## config.mk

```make
export PLATFORM = sky130hd
export DESIGN_NAME = drf_clear_ctl
export DESIGN_NICKNAME = d
export VERILOG_FILES = /design/src/rtl/core/drf_pkg.sv /design/src/rtl/core/drf_clear_ctl.sv
export SDC_FILE = /design/constraint.sdc
export NUM_CORES = 1
export LEC_CHECK = 0
export BUFFER_PORTS_ARGS = -buffer_cell sky130_fd_sc_hd__buf_2
export CORE_MARGIN = 2
export CORE_UTILIZATION = 50
export DETAILED_ROUTE_END_ITERATION = 16
export GPL_TIMING_DRIVEN = 1
export PLACE_DENSITY = 0.77
export REMOVE_ABC_BUFFERS = 1
export SYNTH_ARGS = -nofsm -noshare
export SYNTH_HDL_FRONTEND = slang
export SYNTH_SLANG_ARGS = --single-unit
```

## constraint.sdc

```tcl
create_clock -name clk -period 2.1 [get_ports clk]
set_input_delay 0.21 -clock clk [delete_from_list [all_inputs] [get_ports clk]]
set_output_delay 0.21 -clock clk [all_outputs]
set_load 0.005 [all_outputs]
```

## src/rtl/core/drf_pkg.sv

```systemverilog
`default_nettype none

package drf_pkg;

	// Defaults of the top-level parameters
	localparam int POS_BITS_DEF   = 16;
	localparam int COUNT_BITS_DEF = 16;

	// Fixed field widths
	localparam int POS_W   = 16;
	localparam int THR_W   = 16;
	localparam int TOTAL_W = 32;

	// Threshold after reset
	localparam logic [THR_W-1:0] THR_RESET = THR_W'(1);

	typedef enum logic {
		OP_READ  = 1'b0,
		OP_CLEAR = 1'b1
	} drf_op_t;

	typedef logic [TOTAL_W-1:0] drf_total_t;

	// Saturating increment of a running total
	function automatic drf_total_t sat_inc(drf_total_t v);
		return (v == '1) ? v : v + drf_total_t'(1);
	endfunction

endpackage

`default_nettype wire

```

## src/rtl/core/drf_clear_ctl.sv

```systemverilog
`default_nettype none

// Sweeps every store entry to zero, after reset and on a new-table transaction.
module drf_clear_ctl
	import drf_pkg::*;
#(
	parameter int AW = POS_BITS_DEF
) (
	input  wire logic          clk,
	input  wire logic          arst_n,
	input  wire logic          start,
	output logic               busy,
	output logic      [AW-1:0] addr
);

	logic          busy_q;
	logic [AW-1:0] addr_q;

	// Sweep address counter; busy out of reset
	always_ff @(posedge clk or negedge arst_n) begin
		if (!arst_n) begin
			busy_q <= 1'b1;
			addr_q <= '0;
		end else if (start) begin
			busy_q <= 1'b1;
			addr_q <= '0;
		end else if (busy_q) begin
			addr_q <= addr_q + AW'(1);
			if (&addr_q) begin
				busy_q <= 1'b0;
			end
		end
	end

	assign busy = busy_q;
	assign addr = addr_q;

endmodule

`default_nettype wire

```

## Word-level counts from Yosys, hierarchy flattened

Index checks and enable logic that the tools add are counted.
Widths: inputs -> output; s select.

- Bits of input ports: 3
- Register bits: 17

- Reduce and logical (&&, ||, !) cells: 2
- Multiplexer cells: 5
- $add $sub $neg: 1

Operators by type and width:

| operator | count |
|---|---|
| $mux 16 | 2 |
| $add 16x1->16 const B | 1 |
| $reduce_and 16->1 | 1 |
| $mux 1 | 3 |
| $reduce_bool 2->1 | 1 |

## Logic depth before layout (Yosys ltp)

Gate-level depths: netlist of the first run.

- Word-level depth: 4
- Mapped depth: 5
- Depth with buffers taken out: 5

## Worst setup path after synthesis of the first run

OpenSTA, ideal clock, no wires.

- Path type: reg-to-reg
- Start point: reg busy_q (netlist: busy)
- End point: reg addr_q[14] (netlist: addr[14])
- Arrival time: 1.526 ns
- Path slack: 0.497 ns
- Cell stages (with the launch flop): 6
- Cells stage by stage: dfstp_2 -> buf_2 -> o2111a_1 -> nand4_1 -> or3_1 -> a21oi_1

- Longest elaborated chain between the ends: 1

Ends and longest elaborated chain:

| item | RTL line | RTL |
|---|---|---|
| from (decl) | drf_clear_ctl.sv:16 | `logic busy_q;` |
| from (signal assigned) | drf_clear_ctl.sv:22 | `busy_q <= 1'b1;` |
| from (signal assigned) | drf_clear_ctl.sv:25 | `busy_q <= 1'b1;` |
| from (signal assigned) | drf_clear_ctl.sv:30 | `busy_q <= 1'b0;` |
| $reduce_bool 2->1 (no source line) | n/a |  |
| to (signal assigned) | drf_clear_ctl.sv:28 | `addr_q <= addr_q + AW'(1);` |
| to (decl) | drf_clear_ctl.sv:17 | `logic [AW-1:0] addr_q;` |

Every way passes these cells.
A chain may end at the register's enable or synchronous reset.

## Worst setup path after layout of the first run

- Start point: reg addr_q[0] (netlist: addr[0])
- End point: reg addr_q[14] (netlist: addr[14])

- Longest elaborated chain between the ends: 3

Ends and longest elaborated chain:

| item | RTL line | RTL |
|---|---|---|
| $add 16x1->16 | drf_clear_ctl.sv:28 |  |
| $mux 16 | drf_clear_ctl.sv:27 | `end else if (busy_q) begin` |
| $mux 16 | drf_clear_ctl.sv:24 | `end else if (start) begin` |

Every way passes these cells. The select of a mux whose other input is x is not followed.

==> key figures, run 1 <==
Hold path
  – WHS Endpoint: addr[11]$_DFFE_PN0P_
  – Hold Path Class: in2reg
  – Hold Crit Start: start
  – WHS Path Cells: 2

Synthesis
  – FFs w/ async S/R, synth: 100.0%
  – Post-synthesis mux area share: under 10%
  – Yosys top cell by area: dfrtp_1
  – Cell Area, Synth: roughly 840 um^2
  – Register area share after synthesis: about half
  – Synth Flop Type: dfrtp_1
  – Synth unique cells: 29
  – Synth top area cells: dfrtp_1 48%, xor2_1 9.4%, nor2_1 5.8%
  – Yosys warning count: 0
  – Synthesized flop and latch total: 17
  – Post-synthesis compound-gate area fraction: ~7.3%
  – Top-area cell type share of the netlist area: between 40% and 50%
  – Adder-cell area share of the yosys netlist: between 1 and 1.5%
  – Simple-gate portion of the synthesized area: between 20% and 30%
  – Cells after synthesis: a little over 80
  – Area share of xor/xnor cells in the synthesized design: between 10% and 20%
  – Post-synth EDFFs: 0
  – Largest family of logic cells by synthesized area: simple AND/OR/NAND/NOR gates
  – Post-synthesis area per instance: just over 10 um^2

Global route
  – Grt total ovfl: 0
  – Vias in the first global route: about 620
  – First-pass GRT wire length: 2601 um
  – Total track usage: approximately 18%
  – Initial antenna violation count: 0
  – Largest net degree at the start of global routing: 18

Power
  – Pwr Density: approximately 550 mW/mm^2
  – Lkg Pwr: about 0.50 nW
  – VDD IR max: about 0.00037 V
  – Combinational power share: under 10%
  – NetSw: ~120 uW
  – Switching Share: ~22%
  – Register share of total power: 62.6%
  – Clock Power Share: between 30% and 40%
  – Total power: 539.6 uW
  – Int Pwr: ~420 uW

Critical path
  – Worst Path Max Fanout: 5
  – Data required, critical path: 2.30 ns
  – CP startpoint: addr[0]$_DFFE_PN0P_
  – R2r worst-path depth: 5
  – RR Endpoint: addr[14]$_DFFE_PN0P_
  – Setup crit end kind: register
  – Reg2Reg Setup Slack: around 0.41 ns
  – R2R Path Start: addr[0]$_DFFE_PN0P_
  – Arr. time, crit path: 1.89 ns
  – Startpoint Class: register
  – Crit Path Category: reg2reg

Drt
  – Antenna Nets Post-Route: 0
  – Vias/cell: 5.681
  – Post-DR wirelength/cell: roughly 13 um
  – Vias: 676
  – DR pass1 iterations: 4
  – Initial drt markers: 17
  – Final WL: between 1500 and 2000 um
  – DRC: 0

Placement
  – Gpl congestion: around 0.76
  – Setup WS pre-CTS: about 0.45 ns
  – Cell Area, Placed: approximately 940 um^2
  – Port bufs: 19
  – DPL Wire Length: 1133 um
  – DP Cell Count: roughly 110

Timing
  – Post-layout worst setup margin: 0.4116 ns
  – Hold Slack: about 0.17 ns
  – Max-slew violations: 0
  – Slew margin rel.: 75.14%
  – Finish-stage setup viols: 0
  – Fmax: 592.3 MHz
  – Final period utilization: roughly 80%
  – Setup tns final: 0 ns
  – Fin. Hold Viols: 0
  – RSZ-0062 raised after global routing: false
  – Clk_skew: slightly above 0.004 ns
  – Least-Margin Pin Slew: approximately 0.37 ns
  – Crit path time final: ~1.7 ns

Floorplan
  – Starting Density: 54.22%
  – Die height: roughly 45 um
  – Row count: 14
  – DIE WIDTH: between 40 and 50 um
  – Top Ports: 20
  – Die area: ~0.0020 mm^2
  – Core Region: around 0.0015 mm^2

Clock tree
  – CTS Sinks: 17
  – Clock-pin slew on the worst setup and hold paths: 0.09 ns
  – Root Driver: clkbuf_4
  – Buffer count from post-CTS setup fixing: 0
  – Maximum clock path buffer count: 2
  – H-Tree Depth: 1
  – Clk Latency, worst-skew pair: 0.28 ns
  – CTS tree: done
  – Num CTS Buffers: 3

Status
  – Status: finished clean

Layout
  – Final Util: a little under two thirds
  – Post-route insts no fill: approximately 120
  – # diodes: 0
  – Final instance area: roughly 980 um^2
  – Layout cells sized above 1: just under 30%
  – Nets: roughly 110
  – Syn-to-layout area delta: 17.07%

Job
  – Max-cap check violation count: 0
synthesized netlist by cell type (all sizes together) (3+ instances only):
master and number:
a21oi 3, nand4 5, dfrtp 16, nor2 13
xor2 9, nand2 6, nand3 4
layout make-up:
class                   instances  area (um^2)
flip-flops and latches         17        426.7
multi-input cells              61        392.9
fillers                       141        563.0
clock buffers                   4        26.28
repair buffers                 21        112.6
well taps                      16        20.02
flip-flops by register name, summed over array words and instances, names as in the netlist:
name and count:
busy 1, addr 16
power by group through the flow:
stage | Sequential (mW) | Clock [mW] | Combinational, mW
after global routing | 0.339 | 0.184 | 0.0387
after floorplan | 0.344 | 0 | 0.0111
after CTS | 0.338 | 0.174 | 0.0344
after detailed placement | 0.344 | 0 | 0.0328
after global placement | 0.343 | 0 | 0.0320
final | 0.338 | 0.168 | 0.0336
cell usage in the layout, fill, tap and decap left out, types with 2 or more instances in the layout:
cell | synthesis | layout
dfrtp_1 | 16 | 16
xnor2_1 | 2 | 2
nor2_1 | 13 | 13
and3_2 | 2 | 2
nand2_1 | 5 | 5
buf_2 | 1 | 19
nand4_1 | 5 | 5
clkbuf_4 | 0 | 3
nand3_1 | 4 | 4
o21ai_0 | 2 | 2
o31ai_1 | 2 | 2
a21oi_1 | 3 | 3
xor2_1 | 9 | 9
critical path, stage by stage, from the launching register on:
cell      delay, ns
dfrtp_1        0.42
ha_1           0.21
o2111a_1       0.31
nand4_1        0.17
or3_1          0.34
a21oi_1        0.17
worst max path at each step:
stage               cells after the start  slack, ns              endpoint
finish                                  5       0.41  addr[14]$_DFFE_PN0P_
global route                            5       0.26  addr[14]$_DFFE_PN0P_
floorplan                               4       0.58  addr[14]$_DFFE_PN0P_
CTS                                     5       0.38  addr[14]$_DFFE_PN0P_
detailed placement                      5       0.45  addr[14]$_DFFE_PN0P_
global placement                        5       0.52  addr[14]$_DFFE_PN0P_
metal layers:
metal	track usage (%)	share of wire, %	up-vias
li1	-	-	327
met1	23.90	50	328
met2	27.83	44	17
met3	2.400	4.4	4
met4	8.824	1.5	0
met5	0	0	-
what timing repair did:
item / CTS / global route
hold endpoints to repair: 16 / 0
resized for setup: 0 / 0
hold buffers: 1 / 0
kinds of logic (layout without fill, tap and decap cells):
logic type	Yosys count	after routing
AOI/OAI and AO/OA	9	9
xor gates and xnor gates	11	11
adders and majority gates	1	1
buffers and inverters	3	25
DFF	17	17
muxes	2	2
and+or+nand+nor	38	38
Note: power is estimated with default switching activity, not from simulation.
==> run 2: changes to the inputs <==
--- a/config.mk
+++ b/config.mk
@@ -7,10 +7,10 @@
 export LEC_CHECK = 0
 export BUFFER_PORTS_ARGS = -buffer_cell sky130_fd_sc_hd__buf_2
 export CORE_MARGIN = 2
-export CORE_UTILIZATION = 50
+export CORE_UTILIZATION = 46
 export DETAILED_ROUTE_END_ITERATION = 16
 export GPL_TIMING_DRIVEN = 1
-export PLACE_DENSITY = 0.77
+export PLACE_DENSITY = 0.75
 export REMOVE_ABC_BUFFERS = 1
 export SYNTH_ARGS = -nofsm -noshare
 export SYNTH_HDL_FRONTEND = slang
==> constraint.sdc (replaced) <==
create_clock -name clk -period 1.5 [get_ports clk]
set_input_delay 0.15 -clock clk [delete_from_list [all_inputs] [get_ports clk]]
set_output_delay 0.15 -clock clk [all_outputs]
set_load 0.005 [all_outputs]
==> run 2 against run 1 <==
  * Clock skew decreased by 0.0011 ns
  * Total power grew 44%
  * Combinational power grew 110%
  * Critical path depth is 1 lower
  * Utilization increased by 2.4 points
  * Largest power group unchanged
  * Sequential cell count unchanged
  * Worst setup slack worse by 0.35 ns
  * Critical endpoint is now addr[15]$_DFFE_PN0P_
  * Global-route usage is 3.0 points higher
  * Via count increased by 9.0%
  * Clock power increased by 39%
==> key figures, run 2 (synthesis results as in run 1) <==
Layout
  – Post-route insts no fill: roughly 140
  – # diodes: 0
  – Layout cells sized above 1: approximately 45%
  – Most common cell after layout, fill and taps aside: buf_2
  – Nets: 122
  – Largest register FFs: 16
  – Filler cells: between 150 and 200
  – Area occupied by multi-input gates: about 430 um^2
  – Final instance area: approximately 0.0011 mm^2
  – Commonest cells after routing, fill and taps aside: 19 x buf_2, 15 x dfrtp_1, 15 x buf_4
  – Register Area: 427.9 um^2
  – Syn-to-layout area delta: 36.08%
  – Final Util: 65.87%

Floorplan
  – Row count: 15
  – DIE WIDTH: between 40 and 50 um
  – Top Ports: 20
  – Starting Density: about half
  – Die height: around 47 um
  – Core Region: roughly 0.0017 mm^2
  – Die area: 0.002174 mm^2

Clock tree
  – CTS Sinks: 17
  – Clock-pin slew on the worst setup and hold paths: roughly 0.09 ns
  – H-Tree Depth: 1
  – Root Driver: clkbuf_4
  – CTS tree: done
  – Maximum clock path buffer count: 2
  – Clk Latency, worst-skew pair: approximately 0.28 ns
  – Num CTS Buffers: 3

Timing
  – Final period utilization: between 90 and 100%
  – Post-layout worst setup margin: ~0.057 ns
  – Fmax: 693.0 MHz
  – Fin. Hold Viols: 0
  – Max-slew violations: 0
  – Clk_skew: between 0.003 and 0.004 ns
  – RSZ-0062 raised after global routing: true
  – Finish-stage setup viols: 0
  – Least-Margin Pin Slew: 0.3748 ns
  – Crit path time final: roughly 1.4 ns
  – Slew margin rel.: ~75%

Critical path
  – Arr. time, crit path: ~1.7 ns
  – Crit Path Category: reg2reg
  – Startpoint Class: register
  – Setup crit end kind: register
  – Worst Path Max Fanout: 6
  – Data required, critical path: around 1.7 ns

Drt
  – Antenna Nets Post-Route: 0
  – Post-DR wirelength/cell: roughly 13 um
  – Initial drt markers: 10
  – Vias: 737
  – DRC: 0
  – Vias/cell: between 5 and 6
  – Final WL: 1908 um
  – DR pass1 iterations: 4

Global route
  – Largest net degree at the start of global routing: 18
  – Vias in the first global route: roughly 730
  – Grt total ovfl: 0
  – First-pass GRT wire length: roughly 3200 um
  – Total track usage: between 20% and 30%
  – Initial antenna violation count: 0

Placement
  – Port bufs: 19
  – DP Cell Count: 134
  – Cell Area, Placed: about 0.0010 mm^2
  – Gpl congestion: 0.8142
  – DPL Wire Length: between 1000 and 1500 um
  – Setup WS pre-CTS: -0.004240 ns

Power
  – VDD IR max: around 0.00049 V
  – Total power: 778.0 uW
  – Switching Share: a little under a quarter
  – NetSw: ~180 uW
  – Lkg Pwr: approximately 0.57 nW
  – Pwr Density: just under 700 mW/mm^2
  – Combinational power share: 9.1%
  – Int Pwr: ~600 uW
  – Clock Power Share: between 30 and 40%
  – Register share of total power: between 60% and 70%

Hold path
  – Hold Path Class: in2reg

Job
  – Max-cap check violation count: 0

Status
  – Status: finished clean
## run 2: final cells by class
type	count	area share, %
flip-flops and latches	17	37.62
repair buffers	35	19.14
clock buffers	4	2.310
multi-input cells	61	38.17
well taps	25	2.750
## run 2: power by group through the flow
stage	Clock (mW)	Sequential [mW]	Combinational, mW
6_report	0.234	0.473	0.0709
5_1_grt	0.263	0.475	0.0793
4_1_cts	0.240	0.471	0.0625
3_5_place_dp	0	0.481	0.0555
3_3_place_gp	0	0.480	0.0546
2_1_floorplan	0	0.481	0.0156
## run 2: critical path: stages (launching register included)
cell     delay (ns)
dfrtp_1        0.38
and4_4         0.27
nand2_4        0.08
or4_4          0.52
a21oi_2        0.14
## run 2: final timing paths
check                                          start                    to  slack (ns)  cells after the start
worst max-delay path             addr[7]$_DFFE_PN0P_  addr[15]$_DFFE_PN0P_        0.06                      4
worst max register to register   addr[7]$_DFFE_PN0P_  addr[15]$_DFFE_PN0P_        0.06                      4
worst min register to register  addr[10]$_DFFE_PN0P_  addr[10]$_DFFE_PN0P_        0.57                      2
max in group asynchronous                     arst_n        busy$_DFF_PN1_        0.87                      2
worst min-delay path                           start  addr[11]$_DFFE_PN0P_        0.22                      3
min in group asynchronous                     arst_n   addr[2]$_DFFE_PN0P_        0.32                      2
## run 2: layer usage
| metal | global-route usage, % | part of all wire [%] | vias up |
|---|---|---|---|
| met3 | 2.353 | 3.7 | 4 |
| met5 | 0 | 0 | - |
| li1 | - | - | 355 |
| met2 | 32.78 | 53 | 19 |
| met1 | 27.25 | 42 | 359 |
| met4 | 11.11 | 1.8 | 0 |
## run 2: through the flow
step	hold slack, ns	TNS, ns
2_1_floorplan	-0.1456	-0.01845
3_3_place_gp	0.09120	0
3_5_place_dp	0.08980	-0.004240
4_1_cts	0.2211	-0.001621
5_1_grt	0.2396	-0.04247
6_report	0.2216	0
## run 2: what timing repair did
| item | CTS | global route |
|---|---|---|
| setup endpoints to repair | 1 | 8 |
| pin swaps | 2 | 3 |
| cloned | 0 | 0 |
| endpoints found under the hold margin | 16 | 0 |
| buffers inserted | 2 | 2 |
| hold buffers | 1 | 0 |
| gates resized for setup | 3 | 9 |
==> run 3: changes to the inputs <==
--- a/config.mk
+++ b/config.mk
@@ -6,7 +6,8 @@
 export NUM_CORES = 1
 export LEC_CHECK = 0
 export BUFFER_PORTS_ARGS = -buffer_cell sky130_fd_sc_hd__buf_2
-export CORE_MARGIN = 2
+export CAP_MARGIN = 20
+export CORE_MARGIN = 10
 export CORE_UTILIZATION = 46
 export DETAILED_ROUTE_END_ITERATION = 16
 export GPL_TIMING_DRIVEN = 1
==> run 3 against run 2 <==
  * Maximum frequency shrank 0.54%
  * Via count shrank 0.81%
  * Total power grew 0.63%
  * First-iteration DRC count shrank 20%
  * Sequential power is essentially flat
  * Routed wire length grew 6.0%
  * Largest cell class is now flip-flops and latches
  * Highest routed layer unchanged
==> key figures, run 3 (synthesis results as in run 1) <==
Status
  – Status: finished clean

Placement
  – Port bufs: 19
  – Gpl congestion: 0.8425
  – DP Cell Count: approximately 130
  – DPL Wire Length: 1480 um

Layout
  – Post-route insts no fill: approximately 140
  – Commonest cells after routing, fill and taps aside: 19 x buf_2, 16 x dfrtp_1, 16 x buf_4
  – # diodes: 0
  – Layout cells sized above 1: ~41%
  – Most common cell after layout, fill and taps aside: buf_2
  – Filler cells: between 150 and 200
  – Syn-to-layout area delta: 33.08%
  – Largest register FFs: 16
  – Nets: between 100 and 150

Floorplan
  – Top Ports: 20
  – Die area: between 0.003 and 0.004 mm^2
  – DIE WIDTH: 62.63 um
  – Die height: 62.63 um
  – Row count: 15
  – Starting Density: between 40% and 50%
  – Core Region: roughly 0.0017 mm^2

Critical path
  – R2R Path Start: busy$_DFF_PN1_
  – Crit Path Category: reg2reg
  – Data required, critical path: between 1.5 and 2 ns
  – Startpoint Class: register
  – Worst Path Max Fanout: 5
  – Arr. time, crit path: about 1.6 ns
  – CP startpoint: busy$_DFF_PN1_
  – Setup crit end kind: register

Clock tree
  – Clk Latency, worst-skew pair: approximately 0.29 ns
  – Root Driver: clkbuf_4
  – CTS tree: done
  – Clock-pin slew on the worst setup and hold paths: around 0.10 ns
  – Maximum clock path buffer count: 2
  – CTS Sinks: 17
  – H-Tree Depth: 1
  – Num CTS Buffers: 3

Drt
  – DRC: 0
  – Vias/cell: between 5 and 6
  – Vias: approximately 730
  – Initial drt markers: 8
  – Post-DR wirelength/cell: about 14 um
  – Antenna Nets Post-Route: 0
  – Final WL: between 2000 and 2500 um
  – DR pass1 iterations: 4

Global route
  – First-pass GRT wire length: around 3500 um
  – Vias in the first global route: ~800
  – Largest net degree at the start of global routing: 19
  – Initial antenna violation count: 0
  – Grt total ovfl: 0
  – Total track usage: about a tenth

Timing
  – Max-slew violations: 0
  – Least-Margin Pin Slew: 0.3766 ns
  – Fmax: roughly 690 MHz
  – Finish-stage setup viols: 0
  – Hold Slack: ~0.27 ns
  – RSZ-0062 raised after global routing: true
  – Crit path time final: 1.451 ns
  – Fin. Hold Viols: 0
  – Final period utilization: between 90% and 100%
  – Clk_skew: ~0.0037 ns
  – Slew margin rel.: 74.89%

Job
  – Max-cap check violation count: 0

Power
  – VDD IR max: 0.0005110 V
  – Lkg Pwr: approximately 0.58 nW
  – Pwr Density: 703.8 mW/mm^2

Hold path
  – Hold Crit Start: start
  – Hold Path Class: in2reg
## run 3: worst max-delay path, stage by stage, from the launching register on
cell and delay (ns):
dfstp_2 0.55, o211a_1 0.15, nand2_1 0.10, nor3_1 0.19
mux2_2 0.35
## run 3: metal layers
| metal | wire [um] | up-vias | GRT usage [%] |
|---|---|---|---|
| met1 | 872 | 355 | 11.90 |
| li1 | - | 359 | - |
| met5 | 0 | - | 0 |
| met3 | 55 | 4 | 2.509 |
| met4 | 40 | 0 | 6.145 |
| met2 | 1055 | 13 | 17.44 |
## run 3: final timing paths
| kind | endpoint | slack (ns) | depth (start not counted) |
|---|---|---|---|
| setup / recovery | addr[13]$_DFFE_PN0P_ | 0.05 | 4 |
| hold / removal | addr[11]$_DFFE_PN0P_ | 0.27 | 3 |
| setup reg to reg | addr[13]$_DFFE_PN0P_ | 0.05 | 4 |
| hold reg to reg | addr[10]$_DFFE_PN0P_ | 0.57 | 2 |
| max in group asynchronous | busy$_DFF_PN1_ | 0.89 | 2 |
| min in group asynchronous | addr[15]$_DFFE_PN0P_ | 0.30 | 2 |
## run 3: what timing repair did
item,in CTS,in global routing
pin swaps,0,2
gates resized for setup,0,3
hold endpoints to repair,16,0
hold buffers,1,0
setup endpoints to repair,1,4
buffers inserted,2,2
## run 3: per-stage QoR
stage	setup TNS [ns]	cell area, um^2	utilization, %	setup WS [ns]	power, mW
after CTS	0	1087	62.97	0.02232	0.7844
after detailed placement	-0.01301	1036	60.00	-0.01301	0.5349
after floorplan	-0.01845	819.5	-	-0.01845	0.4969
after global routing	-0.06079	1112	64.42	-0.03761	0.8189
after global placement	0	1036	60.00	0.07932	0.5326
final	0	1112	64.42	0.04910	0.7829
## run 3: where the power goes
part / internal [mW] / switching, mW / total [mW]
Sequential: 0.465 / 0.00536 / 0.470
Clock: 0.103 / 0.142 / 0.246
Combinational: 0.0292 / 0.0381 / 0.0673
## run 3: area by class of cell
class | instances | area [um^2] | share of cell area (%)
clock buffers | 4 | 26.28 | 2.362
multi-input cells | 61 | 402.9 | 36.22
flip-flops and latches | 17 | 426.7 | 38.36
well taps | 25 | 31.28 | 2.812
repair buffers | 36 | 225.2 | 20.25
